$ cat src/rtl/usb_hdlc_frame_reassembler_defines.svh
// Assertion macros for the USB frame reassembler.
`ifndef USB_HDLC_FRAME_REASSEMBLER_DEFINES_SVH
`define USB_HDLC_FRAME_REASSEMBLER_DEFINES_SVH

// Condition that must hold at every clock outside reset.
`define UHFR_ASSERT(label, cond, msg) \
  label: assert property (@(posedge clk_i) disable iff (!rst_ni) (cond)) else $error(msg);

// Consequent that must hold the cycle after the antecedent.
`define UHFR_ASSERT_NEXT(label, ante, cons, msg) \
  label: assert property (@(posedge clk_i) disable iff (!rst_ni) (ante) |=> (cons)) \
    else $error(msg);

`endif

$ cat src/rtl/uhfr_pkg.sv
// Types, constants and helpers shared by the USB frame reassembler.
package uhfr_pkg;

  localparam int FRAME_BYTES_DEF  = 512;
  localparam int PACKET_BYTES_DEF = 64;
  localparam int HOLD_BYTES       = 3;
  localparam int FRAME_LEN_W      = 10;
  localparam int PLEN_W           = 7;
  localparam int Q_DEPTH          = 4;
  localparam int Q_PTR_W          = $clog2(Q_DEPTH);
  localparam int Q_CNT_W          = $clog2(Q_DEPTH + 1);

  localparam logic [FRAME_LEN_W-1:0] FRAME_LEN_MAX = '1;
  localparam logic [7:0] STATUS_ABORT = 8'hff;
  localparam logic [7:0] STATUS_OK    = 8'h00;

  typedef enum logic {
    ACT_HEADER  = 1'b0,
    ACT_PAYLOAD = 1'b1
  } action_e;

  typedef enum logic [1:0] {
    KIND_HEADER  = 2'd0,
    KIND_BYTE    = 2'd1,
    KIND_VERDICT = 2'd2
  } kind_e;

  typedef enum logic [2:0] {
    VERD_GOOD     = 3'd0,
    VERD_SHORT    = 3'd1,
    VERD_EMPTY    = 3'd2,
    VERD_ABORT    = 3'd3,
    VERD_CRC      = 3'd4,
    VERD_OVERFLOW = 3'd5
  } verdict_e;

  typedef struct packed {
    action_e           action;
    logic [7:0]        data;
    logic [7:0]        fill_flags;
    logic [PLEN_W-1:0] payload_length;
  } in_t;

  typedef struct packed {
    kind_e      kind;
    logic [7:0] byte_out;
    logic       frame_end;
    verdict_e   verdict;
    logic       state_changed;
    logic [3:0] tx_ready;
    logic       last;
  } out_t;

  typedef struct packed {
    out_t r0;
    out_t r1;
    logic two;
  } entry_t;

  function automatic verdict_e frame_verdict(input logic ovf,
                                             input logic [FRAME_LEN_W-1:0] flen,
                                             input logic [7:0] status);
    verdict_e v;
    if (ovf) v = VERD_OVERFLOW;
    else if (flen < FRAME_LEN_W'(HOLD_BYTES)) v = VERD_SHORT;
    else if (flen == FRAME_LEN_W'(HOLD_BYTES)) v = VERD_EMPTY;
    else if (status == STATUS_ABORT) v = VERD_ABORT;
    else if (status != STATUS_OK) v = VERD_CRC;
    else v = VERD_GOOD;
    return v;
  endfunction

endpackage

$ cat src/rtl/usb_hdlc_frame_reassembler.sv
// USB receive frame reassembler, top level.
// Takes one transaction per cycle while its result queue has room.
// A transaction's results are registered in the queue, then in the back end.
// With out_ready_i high, results leave one per cycle, an item's two in turn.
// Reset clears all frame and packet state, the line-state register and the queue.
module usb_hdlc_frame_reassembler #(
  parameter int FrameBytes  = uhfr_pkg::FRAME_BYTES_DEF,
  parameter int PacketBytes = uhfr_pkg::PACKET_BYTES_DEF
) (
  input  logic           clk_i,
  input  logic           rst_ni,
  input  logic           cfg_we_i,
  input  logic [3:0]     cfg_wdata_i,
  input  logic           in_valid_i,
  output logic           in_ready_o,
  input  uhfr_pkg::in_t  in_i,
  output logic           out_valid_o,
  input  logic           out_ready_i,
  output uhfr_pkg::out_t out_o
);
  import uhfr_pkg::*;

  entry_t push_entry, pop_entry;
  logic   push, full, pop, empty;

  uhfr_front #(
    .FrameBytes (FrameBytes),
    .PacketBytes(PacketBytes)
  ) u_front (
    .clk_i      (clk_i),
    .rst_ni     (rst_ni),
    .cfg_we_i   (cfg_we_i),
    .cfg_wdata_i(cfg_wdata_i),
    .in_valid_i (in_valid_i),
    .in_ready_o (in_ready_o),
    .in_i       (in_i),
    .push_o     (push),
    .entry_o    (push_entry),
    .full_i     (full)
  );

  uhfr_fifo u_fifo (
    .clk_i  (clk_i),
    .rst_ni (rst_ni),
    .push_i (push),
    .wdata_i(push_entry),
    .full_o (full),
    .pop_i  (pop),
    .rdata_o(pop_entry),
    .empty_o(empty)
  );

  uhfr_back u_back (
    .clk_i      (clk_i),
    .rst_ni     (rst_ni),
    .entry_i    (pop_entry),
    .empty_i    (empty),
    .pop_o      (pop),
    .out_valid_o(out_valid_o),
    .out_ready_i(out_ready_i),
    .out_o      (out_o)
  );

endmodule

$ cat src/rtl/uhfr_front.sv
// Front end: accepts items, tracks packet and frame state, builds result entries.
module uhfr_front #(
  parameter int FrameBytes  = uhfr_pkg::FRAME_BYTES_DEF,
  parameter int PacketBytes = uhfr_pkg::PACKET_BYTES_DEF
) (
  input  logic             clk_i,
  input  logic             rst_ni,
  input  logic             cfg_we_i,
  input  logic [3:0]       cfg_wdata_i,
  input  logic             in_valid_i,
  output logic             in_ready_o,
  input  uhfr_pkg::in_t    in_i,
  output logic             push_o,
  output uhfr_pkg::entry_t entry_o,
  input  logic             full_i
);
  import uhfr_pkg::*;

  logic [3:0]             exp_state_q;
  logic [7:0]             hb_q [HOLD_BYTES];
  logic [7:0]             hb_d [HOLD_BYTES];
  logic [FRAME_LEN_W-1:0] flen_q, flen_d, flen_inc;
  logic [PLEN_W-1:0]      rem_q, rem_d, rem_dec, plen;
  logic                   eof_q, eof_d, disc_q, disc_d, ovf_q, ovf_d;
  logic                   accept, ends, emit_byte;
  logic                   has_res;
  logic                   verd_push;
  out_t                   hdr_res, byte_res, verd_res;
  verdict_e               verd;

  assign in_ready_o = !full_i;
  assign accept     = in_valid_i && in_ready_o;
  assign push_o     = accept && has_res;
  assign verd_push  = push_o && (entry_o.r0.kind == KIND_VERDICT ||
                                 (entry_o.two && entry_o.r1.kind == KIND_VERDICT));

  assign plen     = (in_i.payload_length > PLEN_W'(PacketBytes)) ?
                    PLEN_W'(PacketBytes) : in_i.payload_length;
  assign rem_dec  = rem_q - PLEN_W'(1);
  assign flen_inc = (flen_q < FRAME_LEN_MAX) ? flen_q + FRAME_LEN_W'(1) : flen_q;

  always_comb begin
    hdr_res               = '0;
    hdr_res.kind          = KIND_HEADER;
    hdr_res.state_changed = in_i.data[7:4] != exp_state_q;
    hdr_res.tx_ready      = ~{in_i.fill_flags[6], in_i.fill_flags[2],
                              in_i.fill_flags[0], in_i.fill_flags[4]};
    byte_res              = '0;
    byte_res.kind         = KIND_BYTE;
    byte_res.byte_out     = hb_q[0];
    byte_res.frame_end    = ends;
    verd_res              = '0;
    verd_res.kind         = KIND_VERDICT;
    verd_res.verdict      = verd;
  end

  always_comb begin
    hb_d      = hb_q;
    flen_d    = flen_q;
    rem_d     = rem_q;
    eof_d     = eof_q;
    disc_d    = disc_q;
    ovf_d     = ovf_q;
    ends      = 1'b0;
    emit_byte = 1'b0;
    verd      = VERD_GOOD;
    has_res   = 1'b0;
    entry_o   = '0;
    if (in_i.action == ACT_HEADER) begin
      has_res = 1'b1;
      rem_d   = plen;
      eof_d   = in_i.data[0];
      disc_d  = 1'b0;
      if ({1'b0, flen_q} + {{(FRAME_LEN_W + 1 - PLEN_W){1'b0}}, plen} >
          (FRAME_LEN_W + 1)'(FrameBytes)) begin
        disc_d = 1'b1;
        eof_d  = 1'b0;
        ovf_d  = 1'b1;
      end
      entry_o.r0 = hdr_res;
      if (plen == '0) begin
        disc_d = 1'b0;
        if (eof_d) begin
          verd       = frame_verdict(ovf_d, flen_q, hb_q[HOLD_BYTES-1]);
          entry_o.r1 = verd_res;
          entry_o.two = 1'b1;
          flen_d = '0;
          ovf_d  = 1'b0;
          eof_d  = 1'b0;
          for (int i = 0; i < HOLD_BYTES; i++) hb_d[i] = '0;
        end
      end
    end else if (rem_q != '0) begin
      rem_d = rem_dec;
      if (disc_q) begin
        if (rem_dec == '0) disc_d = 1'b0;
      end else begin
        ends      = (rem_dec == '0) && eof_q;
        emit_byte = flen_q >= FRAME_LEN_W'(HOLD_BYTES);
        for (int i = 0; i < HOLD_BYTES - 1; i++) hb_d[i] = hb_q[i+1];
        hb_d[HOLD_BYTES-1] = in_i.data;
        flen_d = flen_inc;
        verd   = frame_verdict(ovf_q, flen_inc, in_i.data);
        has_res = emit_byte || ends;
        if (emit_byte) begin
          entry_o.r0  = byte_res;
          entry_o.r1  = verd_res;
          entry_o.two = ends;
        end else begin
          entry_o.r0 = verd_res;
        end
        if (ends) begin
          flen_d = '0;
          ovf_d  = 1'b0;
          eof_d  = 1'b0;
          for (int i = 0; i < HOLD_BYTES; i++) hb_d[i] = '0;
        end
      end
    end
    entry_o.r0.last = !entry_o.two;
    entry_o.r1.last = 1'b1;
  end

  always_ff @(posedge clk_i or negedge rst_ni) begin
    if (!rst_ni) begin
      exp_state_q <= '0;
    end else if (cfg_we_i) begin
      exp_state_q <= cfg_wdata_i;
    end
  end

  always_ff @(posedge clk_i or negedge rst_ni) begin
    if (!rst_ni) begin
      for (int i = 0; i < HOLD_BYTES; i++) hb_q[i] <= '0;
      flen_q <= '0;
      rem_q  <= '0;
      eof_q  <= 1'b0;
      disc_q <= 1'b0;
      ovf_q  <= 1'b0;
    end else if (accept) begin
      hb_q   <= hb_d;
      flen_q <= flen_d;
      rem_q  <= rem_d;
      eof_q  <= eof_d;
      disc_q <= disc_d;
      ovf_q  <= ovf_d;
    end
  end

`include "usb_hdlc_frame_reassembler_defines.svh"

  `UHFR_ASSERT(a_flen_bound, flen_q <= FRAME_LEN_W'(FrameBytes), "frame length over limit")
  `UHFR_ASSERT(a_disc_pending, !disc_q || rem_q != '0, "discard without pending bytes")
  `UHFR_ASSERT(a_rem_bound, rem_q <= PLEN_W'(PacketBytes), "packet remaining over limit")
  `UHFR_ASSERT_NEXT(a_verdict_clears, verd_push, flen_q == '0 && !ovf_q, "frame not cleared")

endmodule

$ cat src/rtl/uhfr_fifo.sv
// Small queue of result entries between the front and back ends.
module uhfr_fifo (
  input  logic             clk_i,
  input  logic             rst_ni,
  input  logic             push_i,
  input  uhfr_pkg::entry_t wdata_i,
  output logic             full_o,
  input  logic             pop_i,
  output uhfr_pkg::entry_t rdata_o,
  output logic             empty_o
);
  import uhfr_pkg::*;

  entry_t               mem_q [Q_DEPTH];
  logic [Q_PTR_W-1:0]   wptr_q, rptr_q;
  logic [Q_CNT_W-1:0]   cnt_q;
  logic                 do_push, do_pop;

  assign full_o  = cnt_q == Q_CNT_W'(Q_DEPTH);
  assign empty_o = cnt_q == '0;
  assign do_push = push_i && !full_o;
  assign do_pop  = pop_i && !empty_o;
  assign rdata_o = mem_q[rptr_q];

  always_ff @(posedge clk_i) begin
    if (do_push) begin
      mem_q[wptr_q] <= wdata_i;
    end
  end

  always_ff @(posedge clk_i or negedge rst_ni) begin
    if (!rst_ni) begin
      wptr_q <= '0;
      rptr_q <= '0;
      cnt_q  <= '0;
    end else begin
      if (do_push) wptr_q <= wptr_q + Q_PTR_W'(1);
      if (do_pop) rptr_q <= rptr_q + Q_PTR_W'(1);
      if (do_push && !do_pop) cnt_q <= cnt_q + Q_CNT_W'(1);
      else if (do_pop && !do_push) cnt_q <= cnt_q - Q_CNT_W'(1);
    end
  end

endmodule

$ cat src/rtl/uhfr_back.sv
// Back end: presents queued results one per cycle while out_ready_i is high.
module uhfr_back (
  input  logic             clk_i,
  input  logic             rst_ni,
  input  uhfr_pkg::entry_t entry_i,
  input  logic             empty_i,
  output logic             pop_o,
  output logic             out_valid_o,
  input  logic             out_ready_i,
  output uhfr_pkg::out_t   out_o
);
  import uhfr_pkg::*;

  entry_t cur_q;
  logic   valid_q, sel_q;
  logic   done, load;

  assign done        = out_valid_o && out_ready_i;
  assign load        = !valid_q || (done && (sel_q || !cur_q.two));
  assign pop_o       = load && !empty_i;
  assign out_valid_o = valid_q;
  assign out_o       = sel_q ? cur_q.r1 : cur_q.r0;

  always_ff @(posedge clk_i) begin
    if (pop_o) begin
      cur_q <= entry_i;
    end
  end

  always_ff @(posedge clk_i or negedge rst_ni) begin
    if (!rst_ni) begin
      valid_q <= 1'b0;
      sel_q   <= 1'b0;
    end else if (load) begin
      valid_q <= !empty_i;
      sel_q   <= 1'b0;
    end else if (done) begin
      sel_q <= 1'b1;
    end
  end

endmodule
$ cat config.mk
export PLATFORM = sky130hd
export DESIGN_NAME = usb_hdlc_frame_reassembler
export DESIGN_NICKNAME = d
export VERILOG_FILES = /design/src/rtl/uhfr_pkg.sv /design/src/rtl/usb_hdlc_frame_reassembler.sv /design/src/rtl/uhfr_front.sv /design/src/rtl/uhfr_fifo.sv /design/src/rtl/uhfr_back.sv
export VERILOG_INCLUDE_DIRS = /design/src /design/src/rtl
export SDC_FILE = /design/constraint.sdc
export NUM_CORES = 1
export LEC_CHECK = 0
export BUFFER_PORTS_ARGS = -buffer_cell sky130_fd_sc_hd__buf_4
export CAP_MARGIN = 20
export CELL_PAD_IN_SITES_DETAIL_PLACEMENT = 0
export CELL_PAD_IN_SITES_GLOBAL_PLACEMENT = 2
export CORE_MARGIN = 3
export CORE_UTILIZATION = 35
export CTS_CLUSTER_SIZE = 10
export DETAILED_ROUTE_END_ITERATION = 10
export GPL_ROUTABILITY_DRIVEN = 0
export HOLD_SLACK_MARGIN = 0.1
export PLACE_DENSITY_LB_ADDON = 0.1
export SYNTH_ARGS = -nofsm -noshare
export SYNTH_HDL_FRONTEND = slang
export SYNTH_SLANG_ARGS = --single-unit
export TNS_END_PERCENT = 100
$ cat constraint.sdc
create_clock -name clk_i -period 7.6 [get_ports clk_i]
set_input_delay 0.76 -clock clk_i [delete_from_list [all_inputs] [get_ports clk_i]]
set_output_delay 0.76 -clock clk_i [all_outputs]
set_load 0.02 [all_outputs]
==> flow_summary.toml, run 1 <==
[clock_network]
cts_tree = "done"
cts_max_path_buffers = 2
cts_root_buffer = "clkbuf_16"
clkLatencyLatePin_ps = 430
cts_buffers = 17
cts_setup_buffers = 0
htreeDepth = 4
holdBufCountCts = 0
cts.repair.resized = 0
clock_sinks = 182
cts.reportedPaths.clkPinSlew_ps = 70

[global_routing]
grt.total_usage_pct = 14.6
grt_pass1_vias = 5379
grt-ovfl-total = 0
antenna_found_initial = 0
grt_max_degree = 58
grt_pass1_wl_um = 29500

[status]
outcome = "finished, final reports clean"

[finish]
finalInstanceArea_mm2 = 0.00968
diodes = 0
fin_nets = 734
drive_above_1_share_pct = 20.0
final_core_util_pct = 42.0
fin_cells = 1009
synthToLayoutAreaGrowth_pct = 15.5

[pwr]
leakage_nw = 3.63
powerDensity_mw_per_mm2 = 373
ir_drop_mv = 0.145
finalPower_mw = 3.61

[sta]
slew_headroom_pct = 38.5
clock_skew_ps = 11.2
slew_viol_final = 0
period_needed_ps = 3970
clock.fmax_mhz = 252
whs_ps = 407
finalHoldViolations = 0
setup-violations-final = 0
tightest_slew_ps = 920
timing.final.crit_share_pct = 52.2
setup_tns_ps = 0
setup_ws_ps = 3630
rsz0062_at_grt = "no"

[die]
initial_core_util_pct = 36.4
core-area_mm2 = 0.0231
die_height_um = 161
pin_count = 55
die_area_mm2 = 0.0258
die-width_um = 161
rows = 55

[synthesis]
syn_area_mm2 = 0.00838
ys_seq_area_share_pct = 61.8
syn_area_per_cell_um2 = 13.2
async_reset_ff_share_pct = 31.3
synth_fp_nets = 688
synth_area_leader_cell = "edfxtp_1"
synth-edff-count = 125
synth_cells = 637
synth.area.top_cells = "edfxtp_1 45%, dfrtp_1 17%, mux4_2 6.7%, ha_1 2.4%, o21ai_0 2.1%"
synth_top_area_share_pct = 44.8
ys_ff_latch = 182
synth_cell_type_count = 64
yosysWarningCount = 0
ys.flop_type = "edfxtp_1"

[drt]
totalWireLength_um = 18300
drt-wirelength-per-cell_um = 18.1
drt_pass1_iterations = 5
initialDrtViolationCount = 305
drc = 0
viasPerCell = 5.18
final_antenna_net_count = 0
via_count = 5229

[setup_path]
critPathMaxFanout = 20
criticalPathCategory = "flip-flop to flip-flop"
max_stage_delay_ps = 630
crit_slowest_cell = "a21oi_1"
cpLargestDelayFamily = "simple AND/OR/NAND/NOR gates"
critPathRequiredTime_ps = 7950
endpoint_kind = "flip-flop"
cp-start-kind = "flip-flop"
arrival_ps = 4320
crit_path_cell_trace = "inv_1, ha_1, nor2_1, a21boi_0, o21ai_0, nand4_1, and2_1, a21oi_1, ha_1, inv_1, fa_1, xor2_1, nor2_1, xor2_1"
path_buf_inv = 2

[place]
port_buffers = 50
dpl.cell_count = 977
post-place-ws_ps = 3370
dp_hpwl_um = 12100
placed_area_mm2 = 0.00906

[run]
max_cap_viol_count = 0

[hold_path]
hp-class = "input pin to asynchronous set/reset pin"
[Yosys cell counts, types with 6 or more instances]
library cell,instances
a21oi_1,22
a31oi_1,6
and2_1,6
and3_1,7
clkbuf_1,22
dfrtp_1,57
edfxtp_1,125
ha_1,16
inv_1,34
mux2_2,11
mux2i_1,10
mux4_2,25
nand2_1,47
nand3_1,14
nand4_1,10
nor2_1,42
nor2b_1,22
nor3_1,11
nor4_1,6
o21ai_0,36
o21ai_1,11
o22ai_1,7
o31ai_1,7
xnor2_1,9
[final timing paths]
path / depth (start not counted) / slack (ps) / startpoint / to
min reg2reg: 1 / 510 / u_fifo.cnt_q[2] / u_fifo.cnt_q[2]
min: 1 / 410 / rst_ni / u_front.hb_q[2]
max in group asynchronous: 1 / 6630 / rst_ni / u_fifo.cnt_q[0]
max: 14 / 3630 / u_front.rem_q[0] / u_fifo.cnt_q[2]
min in group clk_i: 1 / 510 / u_fifo.cnt_q[2] / u_fifo.cnt_q[2]
max reg2reg: 14 / 3630 / u_front.rem_q[0] / u_fifo.cnt_q[2]
[per-layer routing]
metal | vias to the layer above | global-route usage [%] | part of all wire, %
li1 | 2485 | - | -
met1 | 2627 | 19.8 | 47
met2 | 96 | 23.8 | 48
met3 | 21 | 2.42 | 3.1
met4 | 0 | 4.93 | 1.6
met5 | - | 0 | 0
[final cells by class]
class / instances / area [µm²]
inverter: 34 / 128
timing repair buffer: 57 / 428
tap: 313 / 392
clock inverter: 15 / 189
clock buffer: 17 / 425
sequential: 182 / 5180
multi-input combinational: 391 / 2940
fill: 2159 / 13400
[flip-flops by register name (all words and copies together) (netlist names)]
signal	flops
u_front.eof_q	1
u_front.flen_q	10
u_front.rem_q	7
u_fifo.cnt_q	3
u_fifo.wptr_q	2
u_front.exp_state_q	4
u_front.ovf_q	1
u_front.disc_q	1
u_back.cur_q	25
u_back.out_valid_o	1
u_front.byte_res	8
u_back.sel_q	1
u_fifo.rptr_q	2
u_fifo.mem_q	100
u_front.hb_q	16
[logic make-up after synthesis]
logic type               count (synthesis)  share of synthesized area (%)
AO/OA/AOI/OAI                          125                           9.84
XOR/XNOR                                14                           1.46
adder cells (fa/ha/maj)                 18                           2.87
buffers and inverters                   64                           3.16
flip-flops                             182                           61.8
multiplexers                            46                           9.39
AND/OR/NAND/NOR                        188                           11.5
[power breakdown]
part           total [mW]  switching [mW]  internal [mW]
sequential           1.59           0.168           1.42
clock               0.909           0.407          0.502
combinational        1.11           0.634          0.474
[placed cells by master, fill, tap and decap left out, types with 6 or more instances in the layout]
cell type / instances
mux2i_1: 10
clkbuf_16: 17
dfrtp_1: 57
mux4_2: 25
mux2_2: 11
nand3_1: 14
and2_1: 6
ha_1: 16
inv_1: 34
buf_4: 57
nand2_1: 47
edfxtp_1: 125
a21oi_1: 22
xnor2_1: 9
nand4_1: 10
inv_8: 6
a31oi_1: 6
o22ai_1: 7
nor3_1: 11
o21ai_0: 36
and3_1: 7
nor2_1: 42
o21ai_1: 11
o31ai_1: 7
nor2b_1: 22
nor4_1: 6
(Power assumes the default switching activity.)
==> inputs of run 2 (changes only) <==
==> constraint.sdc (replaced) <==
create_clock -name clk_i -period 3.9 [get_ports clk_i]
set_input_delay 0.39 -clock clk_i [delete_from_list [all_inputs] [get_ports clk_i]]
set_output_delay 0.39 -clock clk_i [all_outputs]
set_load 0.02 [all_outputs]
==> run 2 against run 1 <==
Sequential cell count is the same; first-iteration DRC count is 28% lower; sequential power grew 96%; power rose by 95%; design area increased by 0.65%; count of clock-buffer cells in the layout is the same; largest cell class unchanged; hold slack got worse by 210 ps; die area unchanged; critical endpoint is now u_fifo.mem_q[2][7].
==> flow_summary.toml, run 2 (synthesis gave the netlist of run 1 again) <==
[place]
dp_hpwl_um = 12300
port_buffers = 50

[setup_path]
crit_path_cell_trace = "ha_1, inv_1, fa_1, xnor2_1, a2111oi_2, o311ai_1, nor4_2, a41oi_2, or2_1, o32ai_1"
max_stage_delay_ps = 510
critPathMaxFanout = 8
cp-start-kind = "flip-flop"
worstReg2RegEnd = "u_fifo.mem_q[2][7]"
r2r_slack_ps = 330
criticalPathCategory = "flip-flop to flip-flop"
arrival_ps = 3720
critPathRequiredTime_ps = 4050
reg2reg_depth = 10
endpoint_kind = "flip-flop"
r2r-start = "u_front.flen_q[0]"
crit_slowest_cell = "o32ai_1"

[pwr]
leakage_nw = 3.67
seqPwrFrac_pct = 44.2
clockPowerShare_pct = 24.7
p_switching_mw = 2.39
swShare_pct = 34.0
powerDensity_mw_per_mm2 = 721
ir_drop_mv = 0.314
combPwrFrac_pct = 31.1
internal-power_mw = 4.64

[drt]
initialDrtViolationCount = 221
viasPerCell = 5.17
totalWireLength_um = 18300
drt_pass1_iterations = 4
via_count = 5258
drt-wirelength-per-cell_um = 18.0
final_antenna_net_count = 0
drc = 0

[sta]
setup-violations-final = 0
slew_headroom_pct = 45.2
finalHoldViolations = 0
timing.final.crit_share_pct = 91.5
clock_skew_ps = 14.4
tightest_slew_ps = 822
setup_tns_ps = 0
whs_ps = 194
slew_viol_final = 0
rsz0062_at_grt = "no"
period_needed_ps = 3570
clock.fmax_mhz = 280

[global_routing]
grt_max_degree = 58
grt_pass1_vias = 5424
grt-ovfl-total = 0
grt.total_usage_pct = 14.6
grt_pass1_wl_um = 29700
antenna_found_initial = 0

[die]
initial_core_util_pct = 36.4
die_height_um = 161
die-width_um = 161
pin_count = 55
core-area_mm2 = 0.0231
rows = 55
die_area_mm2 = 0.0258

[clock_network]
cts.reportedPaths.clkPinSlew_ps = 70
cts_root_buffer = "clkbuf_16"
htreeDepth = 4
clkLatencyLatePin_ps = 430
cts_max_path_buffers = 2
cts.repair.resized = 0
clock_sinks = 182
cts_tree = "done"
cts_buffers = 17

[finish]
final_core_util_pct = 42.2
top_register = "u_fifo.mem_q"
reg_top3 = "u_fifo.mem_q (100), u_back.cur_q (25), u_front.hb_q (16)"
diodes = 0
fin_nets = 743
largest_register_ffs = 100
synthToLayoutAreaGrowth_pct = 16.2
layout_commonest_cell = "edfxtp_1"
layout_common_cells = "125 x edfxtp_1, 65 x buf_4, 57 x dfrtp_1"
drive_above_1_share_pct = 20.9

[hold_path]
min_from = "out_ready_i"
hold_depth = 3
hp-class = "input pin to flip-flop"
min_to = "u_back.sel_q"

[status]
outcome = "finished, final reports clean"

[run]
max_cap_viol_count = 0
-- run 2: repair_timing --
item | in CTS | in global routing
hold buffers | 1 | 0
buffers inserted | 0 | 0
endpoints found under the setup margin | 0 | 0
hold endpoints to repair | 18 | 0
-- run 2: stage by stage --
step           power, mW  cell area, µm²  setup WS [ps]  std cells
6_report            7.03            9740            330       1018
5_1_grt             7.48            9740           80.6       1018
4_1_cts             7.14            9740            284       1018
3_5_place_dp        5.39            9120            116        985
3_3_place_gp        5.33            9120            261        985
2_1_floorplan       4.61            8380            770        637
-- run 2: worst max-delay path by stage --
stage                 startpoint            endpoint  slack, ps
3_3_place_gp             in_i[6]  u_fifo.mem_q[0][7]        260
2_1_floorplan            in_i[0]  u_fifo.mem_q[0][7]        770
5_1_grt        u_front.flen_q[0]  u_fifo.mem_q[0][7]         80
6_report       u_front.flen_q[0]  u_fifo.mem_q[2][7]        330
3_5_place_dp             in_i[6]  u_fifo.mem_q[2][7]        120
4_1_cts        u_front.flen_q[0]  u_fifo.mem_q[2][7]        280
-- run 2: metal layers --
metal / up-vias / share of wire (%) / track usage (%)
li1: 2499 / - / -
met1: 2641 / 47 / 19.6
met2: 96 / 48 / 24.0
met3: 22 / 3.0 / 2.61
met4: 0 / 1.8 / 4.85
met5: - / 0 / 0
-- run 2: layout make-up --
class	count	area (µm²)
clock buffer	17	425
clock inverter	15	181
fill	2151	13300
inverter	34	128
multi-input combinational	391	2940
sequential	182	5180
tap	313	392
timing repair buffer	66	498
-- run 2: critical path, delay by kind of cell (launching register included) --
| kind | cells | cell delay, ps |
|---|---|---|
| AO/OA/AOI/OAI | 4 | 1280 |
| flip-flops | 1 | 500 |
| AND/OR/NAND/NOR | 2 | 650 |
| XOR/XNOR | 1 | 160 |
| adder cells (fa/ha/maj) | 2 | 650 |
| buffers and inverters | 1 | 60 |
-- run 2: power by group through the flow --
stage / logic [mW] / clock network, mW / registers [mW]
after floorplan: 1.62 / 0 / 2.99
after global placement: 2.20 / 0 / 3.14
after detailed placement: 2.23 / 0 / 3.16
after CTS: 2.24 / 1.78 / 3.12
after global routing: 2.43 / 1.87 / 3.18
final: 2.19 / 1.73 / 3.11
==> inputs of run 3 (changes only) <==
--- a/config.mk
+++ b/config.mk
@@ -19,5 +19,6 @@
 export PLACE_DENSITY_LB_ADDON = 0.1
 export SYNTH_ARGS = -nofsm -noshare
 export SYNTH_HDL_FRONTEND = slang
+export SYNTH_HIERARCHICAL = 1
 export SYNTH_SLANG_ARGS = --single-unit
 export TNS_END_PERCENT = 100
==> run 3 against run 2 <==
Global-route usage down 0.77 points; maximum frequency up 4.0%; sequential power up 32%; critical path depth up 5; synthesized cell count up 19%; setup slack better by 140 ps; cell count up 27%; synthesized area up 36%; design area up 37%; routed wire length up 30%; count of clock-buffer cells in the layout up 38; combinational power up 16%; largest power group unchanged.
==> flow_summary.toml, run 3 <==
[status]
outcome = "finished, final reports clean"

[clock_network]
cts_root_buffer = "clkbuf_16"
clock_sinks = 262
cts_max_path_buffers = 3
cts_setup_buffers = 0
cts.reportedPaths.clkPinSlew_ps = 60
cts_tree = "done"
cts_buffers = 31
htreeDepth = 1
clkLatencyLatePin_ps = 560

[place]
port_buffers = 50
post-place-ws_ps = 194
dpl.cell_count = 1221
dp_hpwl_um = 14600

[synthesis]
synth_top_area_share_pct = 53.9
yosysMostFrequentCell = "edfxtp_1"
yosysWarningCount = 6
async_reset_ff_share_pct = 21.8
syn_area_per_cell_um2 = 15.1
ys_seq_area_share_pct = 66.3
synth-edff-count = 205
ys_ff_latch = 262
synth_area_leader_cell = "edfxtp_1"
synth.area.top_cells = "edfxtp_1 54%, dfrtp_1 12%, mux4_2 8.1%, mux2_2 2.6%, nand2_1 2.5%"
ys_top_cells_by_count = "205 x edfxtp_1, 76 x nand2_1, 57 x dfrtp_1"
ys.flop_type = "edfxtp_1"
synth_cell_type_count = 71
synth_cells = 758
syn_area_mm2 = 0.0114

[sta]
rsz0062_at_grt = "no"
setup_ws_ps = 468
slew_headroom_pct = 31.3
tightest_slew_ps = 1030
finalHoldViolations = 0
slew_viol_final = 0
clock_skew_ps = 18.5
period_needed_ps = 3430
clock.fmax_mhz = 291
setup_tns_ps = 0
timing.final.crit_share_pct = 88.0
setup-violations-final = 0

[setup_path]
worstReg2RegEnd = "u_fifo/cnt_q[2]"
reg2reg_depth = 15
max_stage_delay_ps = 550
critPathRequiredTime_ps = 4380
criticalPathCategory = "flip-flop to flip-flop"
endpoint_kind = "flip-flop"
crit_path_cell_trace = "inv_1, ha_1, o21ai_0, a2111oi_1, nand4_1, nand2_1, nand2_1, a21oi_1, nor2b_1, ha_1, inv_1, fa_1, xor2_1, nor2_1, xor2_1"
path_buf_inv = 2
startpoint = "u_front/rem_q[0]"
r2r_slack_ps = 470
cpLargestDelayFamily = "compound AO/OA/AOI/OAI gates"
critPathMaxFanout = 7
cp-start-kind = "flip-flop"
r2r-start = "u_front/rem_q[0]"
crit_slowest_cell = "a2111oi_1"
arrival_ps = 3910

[drt]
drt-wirelength-per-cell_um = 18.4
drt_pass1_iterations = 5
via_count = 6488
drc = 0
initialDrtViolationCount = 387
totalWireLength_um = 23800
final_antenna_net_count = 0
viasPerCell = 5.01

[pwr]
leakage_nw = 4.73
powerDensity_mw_per_mm2 = 694
finalPower_mw = 9.29
ir_drop_mv = 0.426

[finish]
drive_above_1_share_pct = 22.0
reg_top3 = "u_fifo/mem_q (164), u_back/cur_q (41), u_front/hb_q (16)"
final_core_util_pct = 42.0
fin_cells = 1295
fin_nets = 886
synthToLayoutAreaGrowth_pct = 17.0
diodes = 0
largest_register_ffs = 164
layout_common_cells = "205 x edfxtp_1, 76 x nand2_1, 59 x buf_4"
layout_commonest_cell = "edfxtp_1"
top_register = "u_fifo/mem_q"

[die]
die_height_um = 187
rows = 65
core-area_mm2 = 0.0319
pin_count = 55
initial_core_util_pct = 35.9
die-width_um = 187
die_area_mm2 = 0.0349

[global_routing]
grt-ovfl-total = 0
antenna_found_initial = 0
grt_max_degree = 68
grt_pass1_wl_um = 38800
grt.total_usage_pct = 13.8
grt_pass1_vias = 6868

[hold_path]
hp-class = "input pin to flip-flop"
min_to = "u_back/sel_q"
hold_depth = 3
min_from = "out_ready_i"

[run]
max_cap_viol_count = 0
run 3: where the power goes:
group | total [mW] | switching [mW] | internal, mW
Combinational | 2.55 | 1.38 | 1.17
Sequential | 4.11 | 0.330 | 3.78
Clock | 2.62 | 1.08 | 1.54
run 3: timing repair:
item | 4_1_cts | 5_1_grt
resized for setup | 0 | 1
hold buffers | 16 | 0
endpoints found under the setup margin | 0 | 1
endpoints found under the hold margin | 68 | 0
run 3: worst register-to-register path, stage by stage, from the launching register on:
cell and delay (ps):
dfrtp_1 450, inv_1 110, ha_1 280, o21ai_0 120, a2111oi_1 550, nand4_1 200
nand2_1 100, nand2_1 50, a21oi_1 220, nor2b_1 210, ha_1 200, inv_1 60
fa_1 370, xor2_1 160, nor2_1 120, xor2_1 150
run 3: how the worst max path moves through the flow:
stage,slack [ps],endpoint,cells after the start
after floorplan,120,u_fifo/cnt_q[1],8
after global placement,330,u_front/flen_q[1],13
after detailed placement,190,u_fifo/mem_q[2][9],12
after CTS,340,u_fifo/cnt_q[2],15
after global routing,110,u_fifo/cnt_q[2],15
final,470,u_fifo/cnt_q[2],15
run 3: layout make-up:
| class | instances | area [µm²] |
|---|---|---|
| Sequential cell | 262 | 7580 |
| Tap cell | 435 | 544 |
| Clock buffer | 55 | 896 |
| Inverter | 22 | 82.6 |
| Clock inverter | 3 | 32.5 |
| Fill cell | 2960 | 18500 |
| Multi-Input combinational cell | 437 | 3510 |
| Timing Repair Buffer | 81 | 723 |
run 3: kinds of logic after synthesis:
group / share of synthesized area (%)
mux: 10.8
fa+ha+maj: 2.10
other cells: 0.0657
xor+xnor: 0.996
compound gates: 7.12
simple gates: 9.02
buf+inv: 3.60
flops: 66.3
run 3: layer usage:
metal / part of all wire [%] / track usage, % / vias to the layer above / wire [µm]
li1: - / - / 3046 / -
met1: 45 / 18.6 / 3276 / 10600
met2: 49 / 23.6 / 136 / 11700
met3: 4.5 / 2.27 / 30 / 1060
met4: 1.7 / 3.20 / 0 / 402
met5: 0 / 0 / - / 0
run 3: metrics by stage:
stage	hold WS [ps]	area, µm²
floorplan	94.4	11500
global placement	459	12300
detailed placement	465	12300
CTS	105	13400
global route	129	13400
finish	135	13400
